**config.mk**
```make
export PLATFORM = sky130hd
export DESIGN_NAME = des_block_cipher
export DESIGN_NICKNAME = d
export VERILOG_FILES = /design/src/sv/des_pkg.sv /design/src/sv/des_key_sched.sv /design/src/sv/des_round_core.sv /design/src/sv/des_block_cipher.sv
export SDC_FILE = /design/constraint.sdc
export NUM_CORES = 1
export LEC_CHECK = 0
export ABC_AREA = 0
export BUFFER_PORTS_ARGS = -buffer_cell sky130_fd_sc_hd__buf_2
export CAP_MARGIN = 10
export CORE_MARGIN = 10
export CORE_UTILIZATION = 50
export DETAILED_ROUTE_END_ITERATION = 6
export PLACE_DENSITY = 0.66
export SYNTH_ARGS = -nofsm -noshare
export SYNTH_HDL_FRONTEND = slang
export SYNTH_HIERARCHICAL = 1
export SYNTH_SLANG_ARGS = --single-unit
```
**constraint.sdc**
```tcl
create_clock -name i_clk -period 7.9 [get_ports i_clk]
set_clock_uncertainty 0.1 [all_clocks]
set_input_delay 0 -clock i_clk [delete_from_list [all_inputs] [get_ports i_clk]]
set_output_delay 0 -clock i_clk [all_outputs]
set_load 0.02 [all_outputs]
```
**src/sv/des_pkg.sv**
```systemverilog
// des package: permutation tables, s-boxes and key schedule helpers
package des_pkg;

    localparam int unsigned MaxRoundCountDefault = 16;
    localparam int unsigned KeyStoreDepth = 16;

    localparam logic [1:0] CfgKey    = 2'd0;
    localparam logic [1:0] CfgRounds = 2'd1;
    localparam logic [1:0] CfgPerms  = 2'd2;

    typedef enum logic [1:0] {
        ST_IDLE,
        ST_LOAD,
        ST_ROUND,
        ST_DONE
    } t_core_state;

    typedef enum logic [0:0] {
        KS_IDLE,
        KS_FILL
    } t_ks_state;

    typedef logic [7:0] t_tab64 [64];
    typedef logic [7:0] t_tab56 [56];
    typedef logic [7:0] t_tab48 [48];
    typedef logic [7:0] t_tab32 [32];
    typedef logic [3:0] t_sbox [8][64];

    localparam t_tab64 TabIp = '{
        58,50,42,34,26,18,10,2, 60,52,44,36,28,20,12,4,
        62,54,46,38,30,22,14,6, 64,56,48,40,32,24,16,8,
        57,49,41,33,25,17,9,1, 59,51,43,35,27,19,11,3,
        61,53,45,37,29,21,13,5, 63,55,47,39,31,23,15,7};
    localparam t_tab64 TabFp = '{
        40,8,48,16,56,24,64,32, 39,7,47,15,55,23,63,31,
        38,6,46,14,54,22,62,30, 37,5,45,13,53,21,61,29,
        36,4,44,12,52,20,60,28, 35,3,43,11,51,19,59,27,
        34,2,42,10,50,18,58,26, 33,1,41,9,49,17,57,25};
    localparam t_tab48 TabE = '{
        32,1,2,3,4,5, 4,5,6,7,8,9, 8,9,10,11,12,13, 12,13,14,15,16,17,
        16,17,18,19,20,21, 20,21,22,23,24,25, 24,25,26,27,28,29,
        28,29,30,31,32,1};
    localparam t_tab32 TabP = '{
        16,7,20,21,29,12,28,17, 1,15,23,26,5,18,31,10,
        2,8,24,14,32,27,3,9, 19,13,30,6,22,11,4,25};
    localparam t_tab56 TabPc1 = '{
        57,49,41,33,25,17,9, 1,58,50,42,34,26,18,
        10,2,59,51,43,35,27, 19,11,3,60,52,44,36,
        63,55,47,39,31,23,15, 7,62,54,46,38,30,22,
        14,6,61,53,45,37,29, 21,13,5,28,20,12,4};
    localparam t_tab48 TabPc2 = '{
        14,17,11,24,1,5, 3,28,15,6,21,10, 23,19,12,4,26,8, 16,7,27,20,13,2,
        41,52,31,37,47,55, 30,40,51,45,33,48, 44,49,39,56,34,53,
        46,42,50,36,29,32};
    // one bit per round: 1 means rotate by one, 0 by two
    localparam logic [15:0] ShiftOne = 16'b1000_0001_0000_0011;

    localparam t_sbox TabS = '{
        '{14,4,13,1,2,15,11,8,3,10,6,12,5,9,0,7, 0,15,7,4,14,2,13,1,10,6,12,11,9,5,3,8,
          4,1,14,8,13,6,2,11,15,12,9,7,3,10,5,0, 15,12,8,2,4,9,1,7,5,11,3,14,10,0,6,13},
        '{15,1,8,14,6,11,3,4,9,7,2,13,12,0,5,10, 3,13,4,7,15,2,8,14,12,0,1,10,6,9,11,5,
          0,14,7,11,10,4,13,1,5,8,12,6,9,3,2,15, 13,8,10,1,3,15,4,2,11,6,7,12,0,5,14,9},
        '{10,0,9,14,6,3,15,5,1,13,12,7,11,4,2,8, 13,7,0,9,3,4,6,10,2,8,5,14,12,11,15,1,
          13,6,4,9,8,15,3,0,11,1,2,12,5,10,14,7, 1,10,13,0,6,9,8,7,4,15,14,3,11,5,2,12},
        '{7,13,14,3,0,6,9,10,1,2,8,5,11,12,4,15, 13,8,11,5,6,15,0,3,4,7,2,12,1,10,14,9,
          10,6,9,0,12,11,7,13,15,1,3,14,5,2,8,4, 3,15,0,6,10,1,13,8,9,4,5,11,12,7,2,14},
        '{2,12,4,1,7,10,11,6,8,5,3,15,13,0,14,9, 14,11,2,12,4,7,13,1,5,0,15,10,3,9,8,6,
          4,2,1,11,10,13,7,8,15,9,12,5,6,3,0,14, 11,8,12,7,1,14,2,13,6,15,0,9,10,4,5,3},
        '{12,1,10,15,9,2,6,8,0,13,3,4,14,7,5,11, 10,15,4,2,7,12,9,5,6,1,13,14,0,11,3,8,
          9,14,15,5,2,8,12,3,7,0,4,10,1,13,11,6, 4,3,2,12,9,5,15,10,11,14,1,7,6,0,8,13},
        '{4,11,2,14,15,0,8,13,3,12,9,7,5,10,6,1, 13,0,11,7,4,9,1,10,14,3,5,12,2,15,8,6,
          1,4,11,13,12,3,7,14,10,15,6,8,0,5,9,2, 6,11,13,8,1,4,10,7,9,5,0,15,14,2,3,12},
        '{13,2,8,4,6,15,11,1,10,9,3,14,5,0,12,7, 1,15,13,8,10,3,7,4,12,5,6,11,0,14,9,2,
          7,11,4,1,9,12,14,2,0,6,10,13,15,3,5,8, 2,1,14,7,4,10,8,13,15,12,9,0,3,5,6,11}};

    function automatic logic [63:0] perm_ip(input logic [63:0] x);
        logic [63:0] r;
        for (int i = 0; i < 64; i++) r[63-i] = x[64-int'(TabIp[i])];
        return r;
    endfunction

    function automatic logic [63:0] perm_fp(input logic [63:0] x);
        logic [63:0] r;
        for (int i = 0; i < 64; i++) r[63-i] = x[64-int'(TabFp[i])];
        return r;
    endfunction

    function automatic logic [55:0] perm_pc1(input logic [63:0] x);
        logic [55:0] r;
        for (int i = 0; i < 56; i++) r[55-i] = x[64-int'(TabPc1[i])];
        return r;
    endfunction

    function automatic logic [47:0] perm_pc2(input logic [55:0] x);
        logic [47:0] r;
        for (int i = 0; i < 48; i++) r[47-i] = x[56-int'(TabPc2[i])];
        return r;
    endfunction

    function automatic logic [31:0] feistel(input logic [31:0] r, input logic [47:0] k);
        logic [47:0] e;
        logic [31:0] s;
        logic [5:0]  six;
        logic [31:0] p;
        for (int i = 0; i < 48; i++) e[47-i] = r[32-int'(TabE[i])];
        e = e ^ k;
        for (int i = 0; i < 8; i++) begin
            six = e[47-6*i -: 6];
            s[31-4*i -: 4] = TabS[i][{six[5], six[0], six[4:1]}];
        end
        for (int i = 0; i < 32; i++) p[31-i] = s[32-int'(TabP[i])];
        return p;
    endfunction

endpackage

```
**src/sv/des_key_sched.sv**
```systemverilog
// des key schedule: one round key per cycle into the round key memory
module des_key_sched
    import des_pkg::*;
#(
    parameter int unsigned KEY_DEPTH = KeyStoreDepth
) (
    input  logic                         i_clk,
    input  logic                         i_rst_n,
    input  logic                         i_load,
    input  logic [63:0]                  i_key,
    output logic                         o_busy,
    output logic                         o_wr_en,
    output logic [$clog2(KEY_DEPTH)-1:0] o_wr_addr,
    output logic [47:0]                  o_wr_data
);
    localparam int unsigned AW = $clog2(KEY_DEPTH);

    t_ks_state         r_state, n_state;
    logic [AW-1:0]     r_idx, n_idx;
    logic [27:0]       r_c, n_c, r_d, n_d;
    logic [27:0]       c_rot, d_rot;
    logic [55:0]       pc1;

    always_ff @(posedge i_clk) begin
        if (!i_rst_n) begin
            r_state <= KS_FILL;
            r_idx   <= '0;
            r_c     <= '0;
            r_d     <= '0;
        end else begin
            r_state <= n_state;
            r_idx   <= n_idx;
            r_c     <= n_c;
            r_d     <= n_d;
        end
    end

    always_comb begin
        pc1   = perm_pc1(i_key);
        c_rot = ShiftOne[r_idx] ? {r_c[26:0], r_c[27]} : {r_c[25:0], r_c[27:26]};
        d_rot = ShiftOne[r_idx] ? {r_d[26:0], r_d[27]} : {r_d[25:0], r_d[27:26]};
        n_state   = r_state;
        n_idx     = r_idx;
        n_c       = r_c;
        n_d       = r_d;
        o_wr_en   = 1'b0;
        unique case (r_state)
            KS_IDLE: begin
                if (i_load) begin
                    n_state = KS_FILL;
                    n_idx   = '0;
                    n_c     = pc1[55:28];
                    n_d     = pc1[27:0];
                end
            end
            KS_FILL: begin
                o_wr_en = 1'b1;
                n_c     = c_rot;
                n_d     = d_rot;
                n_idx   = r_idx + 1'b1;
                if (r_idx == AW'(KEY_DEPTH - 1)) n_state = KS_IDLE;
                if (i_load) begin
                    n_state = KS_FILL;
                    n_idx   = '0;
                    n_c     = pc1[55:28];
                    n_d     = pc1[27:0];
                end
            end
            default: n_state = KS_IDLE;
        endcase
    end

    assign o_busy    = (r_state == KS_FILL) || i_load;
    assign o_wr_addr = r_idx;
    assign o_wr_data = perm_pc2({c_rot, d_rot});
endmodule

```
**src/sv/des_round_core.sv**
```systemverilog
// des round engine: round key memory and one feistel round per cycle
module des_round_core
    import des_pkg::*;
#(
    parameter int unsigned KEY_DEPTH = KeyStoreDepth
) (
    input  logic                         i_clk,
    input  logic                         i_rst_n,
    input  logic                         i_wr_en,
    input  logic [$clog2(KEY_DEPTH)-1:0] i_wr_addr,
    input  logic [47:0]                  i_wr_data,
    input  logic                         i_start,
    input  logic [63:0]                  i_block,
    input  logic                         i_decrypt,
    input  logic [$clog2(KEY_DEPTH):0]   i_rounds,
    input  logic                         i_perms,
    output logic                         o_busy,
    output logic                         o_valid,
    output logic [63:0]                  o_block
);
    localparam int unsigned AW = $clog2(KEY_DEPTH);

    logic [47:0]   r_mem [KEY_DEPTH];
    logic [47:0]   r_rd_data;
    t_core_state   r_state, n_state;
    logic [AW-1:0] r_kidx, n_kidx, rd_addr;
    logic [AW:0]   r_left, n_left;
    logic          r_dec, r_perms;
    logic [31:0]   r_l, r_r, n_l, n_r;
    logic [63:0]   ip_blk, fin;

    always_ff @(posedge i_clk) begin
        if (i_wr_en) r_mem[i_wr_addr] <= i_wr_data;
        r_rd_data <= r_mem[rd_addr];
    end

    always_ff @(posedge i_clk) begin
        if (!i_rst_n) begin
            r_state <= ST_IDLE;
        end else begin
            r_state <= n_state;
        end
        r_kidx <= n_kidx;
        r_left <= n_left;
        r_l    <= n_l;
        r_r    <= n_r;
        if (i_start && r_state == ST_IDLE) begin
            r_dec   <= i_decrypt;
            r_perms <= i_perms;
        end
    end

    always_comb begin
        ip_blk  = i_perms ? perm_ip(i_block) : i_block;
        n_state = r_state;
        n_kidx  = r_kidx;
        n_left  = r_left;
        n_l     = r_l;
        n_r     = r_r;
        rd_addr = r_kidx;
        unique case (r_state)
            ST_IDLE: begin
                if (i_start) begin
                    n_state = ST_LOAD;
                    n_l     = ip_blk[63:32];
                    n_r     = ip_blk[31:0];
                    n_left  = i_rounds;
                    n_kidx  = i_decrypt ? AW'(i_rounds - 1'b1) : '0;
                end
            end
            ST_LOAD: begin
                // key for first round is being read
                n_state = ST_ROUND;
                n_kidx  = r_dec ? r_kidx - 1'b1 : r_kidx + 1'b1;
            end
            ST_ROUND: begin
                n_l    = r_r;
                n_r    = r_l ^ feistel(r_r, r_rd_data);
                n_left = r_left - 1'b1;
                n_kidx = r_dec ? r_kidx - 1'b1 : r_kidx + 1'b1;
                if (r_left == (AW+1)'(1)) n_state = ST_DONE;
            end
            ST_DONE: n_state = ST_IDLE;
            default: n_state = ST_IDLE;
        endcase
    end

    assign fin     = {r_r, r_l};
    assign o_block = r_perms ? perm_fp(fin) : fin;
    assign o_valid = (r_state == ST_DONE);
    assign o_busy  = (r_state != ST_IDLE);
endmodule

```
**src/sv/des_block_cipher.sv**
```systemverilog
// des block cipher top level: configuration registers, key schedule and round engine
//
//  channel  | handshake           | payload
//  ---------+---------------------+------------------------------------
//  input    | start / busy        | i_block_in, i_mode
//  result   | o_valid (strobe)    | o_block_out
//  config   | i_cfg_valid/o_cfg_ready | i_cfg_index, i_cfg_data
//
// from start to the result strobe a word passes the load state, where the first round
// key is read from the key memory, then the round state with one feistel round per
// cycle, then the done state that gives the output strobe
// after reset and after every key write the key schedule fills every entry of the
// round key memory; busy stays high meanwhile
// the receiver cannot stall; o_valid is high for exactly one cycle
module des_block_cipher
    import des_pkg::*;
#(
    parameter int unsigned MAX_ROUND_COUNT = MaxRoundCountDefault
) (
    input  logic        i_clk,
    input  logic        i_rst_n,
    input  logic        start,
    output logic        busy,
    input  logic [63:0] i_block_in,
    input  logic        i_mode,
    output logic        o_valid,
    output logic [63:0] o_block_out,
    input  logic        i_cfg_valid,
    output logic        o_cfg_ready,
    input  logic [1:0]  i_cfg_index,
    input  logic [63:0] i_cfg_data
);
    localparam int unsigned AW = $clog2(KeyStoreDepth);

    logic [4:0]  r_rounds;
    logic        r_perms;
    logic        key_wr, ks_busy, core_busy;
    logic        mem_wr;
    logic [AW-1:0] mem_addr;
    logic [47:0] mem_data;
    logic [AW:0] eff_rounds;

    // config writes always taken; key write restarts the schedule
    assign o_cfg_ready = 1'b1;
    assign key_wr = i_cfg_valid && (i_cfg_index == CfgKey);

    // the key itself goes straight into the schedule, nothing else keeps it
    always_ff @(posedge i_clk) begin
        if (!i_rst_n) begin
            r_rounds <= 5'd16;
            r_perms  <= 1'b1;
        end else if (i_cfg_valid) begin
            unique case (i_cfg_index)
                CfgRounds: r_rounds <= i_cfg_data[4:0];
                CfgPerms:  r_perms  <= i_cfg_data[0];
                default:   ;
            endcase
        end
    end

    // clamp round count to 1..MAX_ROUND_COUNT
    always_comb begin
        if (r_rounds == 5'd0) eff_rounds = (AW+1)'(1);
        else if (32'(r_rounds) > MAX_ROUND_COUNT) eff_rounds = (AW+1)'(MAX_ROUND_COUNT);
        else eff_rounds = (AW+1)'(r_rounds);
    end

    des_key_sched #(.KEY_DEPTH(KeyStoreDepth)) u_ks (
        .i_clk     (i_clk),
        .i_rst_n   (i_rst_n),
        .i_load    (key_wr),
        .i_key     (i_cfg_data),
        .o_busy    (ks_busy),
        .o_wr_en   (mem_wr),
        .o_wr_addr (mem_addr),
        .o_wr_data (mem_data)
    );

    des_round_core #(.KEY_DEPTH(KeyStoreDepth)) u_core (
        .i_clk     (i_clk),
        .i_rst_n   (i_rst_n),
        .i_wr_en   (mem_wr),
        .i_wr_addr (mem_addr),
        .i_wr_data (mem_data),
        .i_start   (start && !busy),
        .i_block   (i_block_in),
        .i_decrypt (i_mode),
        .i_rounds  (eff_rounds),
        .i_perms   (r_perms),
        .o_busy    (core_busy),
        .o_valid   (o_valid),
        .o_block   (o_block_out)
    );

    assign busy = core_busy || ks_busy;
endmodule

```
==> summary.md <==
| Metric | Value |
|---|---|
| Status | finished, final reports clean |
| RSZ-0062 raised after global routing | false |
| Synthesized area | approximately 0.044 sq mm |
| Layout Cells excl Fill | 4,363 |
| Clock Pin Slew Worst Setup and Hold Paths | approximately 60 ps |
| Final setup vio count | 0 |
| # nets final | 3,329 |
| Critical path, cell by cell | xnor2_1, inv_1, ha_1, inv_1, mux4_1, and2_1, a311o_1, a311oi_1, and3b_1 |
| Total CTS buffers | 98 |
| Drt via density | 6.150 |
| F_max | between 200 and 250 MHz |
| Critical Path RT | just over 8000 ps |
| Initial Util | 50.65% |
| Synth top cells by count | edfxtp_1 (843), mux4_2 (278), mux2i_1 (159) |
| Met1 Usage GRT | about a third |
| Area growth syn-to-layout | 18.39% |
| Layout cells sized above 1 | 25.80% |
| Top-count cell post-synth | edfxtp_1 |
| Total placed cells including tap cells | approximately 3,900 |
| Period minus WS final | around 4200 ps |
| Synth Register Bits | between 900 and 1,000 |
| Die area | around 0.1 sq mm |
| CP most frequent cell | inv_1 |
| Initial antenna violation count | 1 |
| Power density over the cells | 213.5 mW/mm^2 |
| Post-CTS Setup Repair Bufs | 0 |
| Slew Limit Fails | 0 |
| Synth area leaders | edfxtp_1 (57%), mux4_2 (14%), dfxtp_1 (5.4%), mux2i_1 (3.6%), mux2_2 (2.2%) |
| Worst EP arrival | roughly 4500 ps |
| R2R Setup Slk | 3750 ps |
| Number of flops mapped to enable cells by yosys | approximately 840 |
| Core area | just under 0.09 sq mm |
| Max_cap viols | 0 |
| Number of remaining DRC errors | 0 |
| Final Cell Area | 0.05227 sq mm |
| CP Launch Type | register |
| Slowest cell on crit path | xnor2_1 |
| Initial DRC count | around 3,000 |
| H-tree depth | 3 |
| Fillcell total | about 6,300 |
| Max Fanout on Critical Path | 11 |
| CP startpoint | u_core/r_r[25] |
| Netlist cell types | 83 |
| Fin crit share | 52.59% |
| Syn avg cell area | ~16 sq um |
| Clock Tree Root | clkbuf_16 |
| Synth Instances | between 2,000 and 3,000 |
| First-pass GRT wire length | 176,200 microns |
| Tot GR Track Use | 23.24% |
| IO Pins | slightly above 200 |
| Main synth FF type | edfxtp_1 |
| Worst-Margin Slew | ~1200 ps |
| Slew HR | between 20% and 30% |
| Longest Clk Path Bufs | 3 |
| Die Width | between 300 and 400 microns |
| Setup WS post-layout | ~3700 ps |
| Synth warn | 6 |
| GRT busiest layer | met2 |
| Die H | 317.1 microns |
| CP endpoint kind | register |
| Crit Path Class | register to register |
| TritonCTS clock tree | built |
| DP HPWL | between 60,000 and 70,000 microns |
| Final hold viol count | 0 |
| Mean routed wirelength per cell | between 20 and 30 microns |
| Largest net degree at the start of global routing | roughly 120 |
| Ys async rst share | 0% |
| Setup TNS | 0 ps |
| DRT antenna net count | 0 |
| VDD IR max | around 0.18 mV |
| Syn_nets | roughly 2,900 |
| Placed Area | approximately 0.046 sq mm |
| Synth top area share | a little under three fifths |
| Pre-antenna DRT Iters | 5 |
| Port Buf Inserts | 193 |
| Row count | roughly 110 |
| Vias in the first global route | around 27,000 |
| Sequential area share after synthesis | 62.69% |
| Leading area contributor after synthesis | edfxtp_1 |
| Pre-CTS WS | between 3000 and 4000 ps |
| End of the critical path | u_core/r_r[30] |
| Global Route met2 Usage | between 30% and 40% |
| Reg2Reg Depth | 9 |
| Congestion Overflow GR | 0 |
| Pleak | 18.69 nW |
| Clock latency on the worst-skew pair | 680 ps |
| Fin util | about three fifths |
| Hold WC Path Type | input port to register |
| Hold Path Origin | i_cfg_data[6] |
| Final WL | between 100,000 and 150,000 microns |
| Global-route met3 utilization | under 10% |
| Worst R2R End | u_core/r_r[30] |
| Global placer's final weighted congestion | between 0.8 and 0.9 |
| CP max stage delay | around 800 ps |
| CTS sink cnt | between 900 and 1,000 |
| R2r startpoint | u_core/r_r[25] |
| Vias | roughly 27,000 |
==> placed cells by master (no fill, tap or decap), types with 6 or more instances in the layout <==
master / count
mux2i_1: 159
nand3b_1: 6
clkinv_2: 13
nand2_1: 98
or3_1: 12
clkbuf_1: 28
clkbuf_16: 98
buf_2: 193
mux2_4: 32
clkinv_1: 21
a311oi_1: 7
mux4_2: 278
nor3_1: 37
clkbuf_8: 9
ha_1: 70
a31oi_1: 15
a211oi_1: 41
o21ai_1: 31
a31o_1: 8
dlygate4sd3_1: 271
o221ai_1: 6
nor2_1: 78
nor2b_1: 16
xor2_1: 43
edfxtp_1: 843
o211ai_1: 25
nor2_4: 12
mux2_2: 88
a2111oi_0: 7
dfxtp_1: 115
buf_4: 54
and3_1: 8
inv_1: 63
nand3_1: 89
o21ai_0: 78
xnor2_1: 72
a21oi_1: 35
==> sequential cells by signal (all words and copies together), names as in the netlist, 5 cells and up, named ones only <==
name,count
u_core/r_left,5
r_rounds,5
u_core/r_mem,768
u_core/r_l,32
u_core/r_r,32
u_ks/r_d,28
u_ks/r_c,28
u_core/r_rd_data,48
==> stage by stage <==
stage	power (W)	hold slack (ps)
floorplan	0.006372	-1.131
global placement	0.006608	119.6
detailed placement	0.006644	136.6
CTS	0.01123	4.807
global route	0.01152	49.34
finish	0.01116	56.33
==> metal layers <==
metal	routed length, microns	vias to the layer above
met5	0	-
met2	55330	1269
met4	2967	0
met1	49460	13800
li1	-	11580
met3	10240	180
==> layout make-up <==
class	count	area, sq um	share of cell area [%]
antenna	2	5.005	0.009576
sequential	961	27690	52.98
timing repair buffer	519	4104	7.852
inverter	69	261.5	0.5003
clock inverter	49	498.0	0.9528
tap	1155	1445	2.765
multi-input combinational	1473	15580	29.81
clock buffer	135	2681	5.130
==> timing repair <==
action                     in CTS  in global routing
hold endpoints to repair      143                  0
resized for setup               0                  0
hold buffers                  271                  0
setup endpoints to repair       0                  0
==> where the power goes <==
part	switching, W	internal (W)
clock network	0.00195	0.00256
registers	0.0000833	0.00567
logic	0.000488	0.000403
==> cells by family after synthesis <==
group                    Yosys count  share of synthesized area (%)
AND/OR/NAND/NOR                  398                          4.325
AO/OA/AOI/OAI                    325                          4.951
adder cells (fa/ha/maj)           72                          2.058
buffers and inverters            243                          2.332
flip-flops                       961                          62.69
XOR/XNOR                         119                          2.454
multiplexers                     558                          21.18
other                              1                       0.008494
==> worst min-delay path by stage <==
stage	endpoint	depth (start not counted)
after global placement	u_core/r_dec	1
after CTS	u_ks/r_c[19]	3
after global routing	u_ks/r_c[19]	3
final	u_ks/r_c[19]	3
after floorplan	u_core/r_dec	0
after detailed placement	u_ks/r_d[7]	3
==> worst max-delay path, delay by kind of cell (launching register included) <==
family | cells | cell delay [ps]
buffers and inverters | 2 | 440
AND/OR/NAND/NOR | 2 | 370
AO/OA/AOI/OAI | 2 | 600
multiplexers | 1 | 510
flip-flops | 1 | 550
XOR/XNOR | 1 | 820
adder cells (fa/ha/maj) | 1 | 510
(Power assumes the default switching activity.)
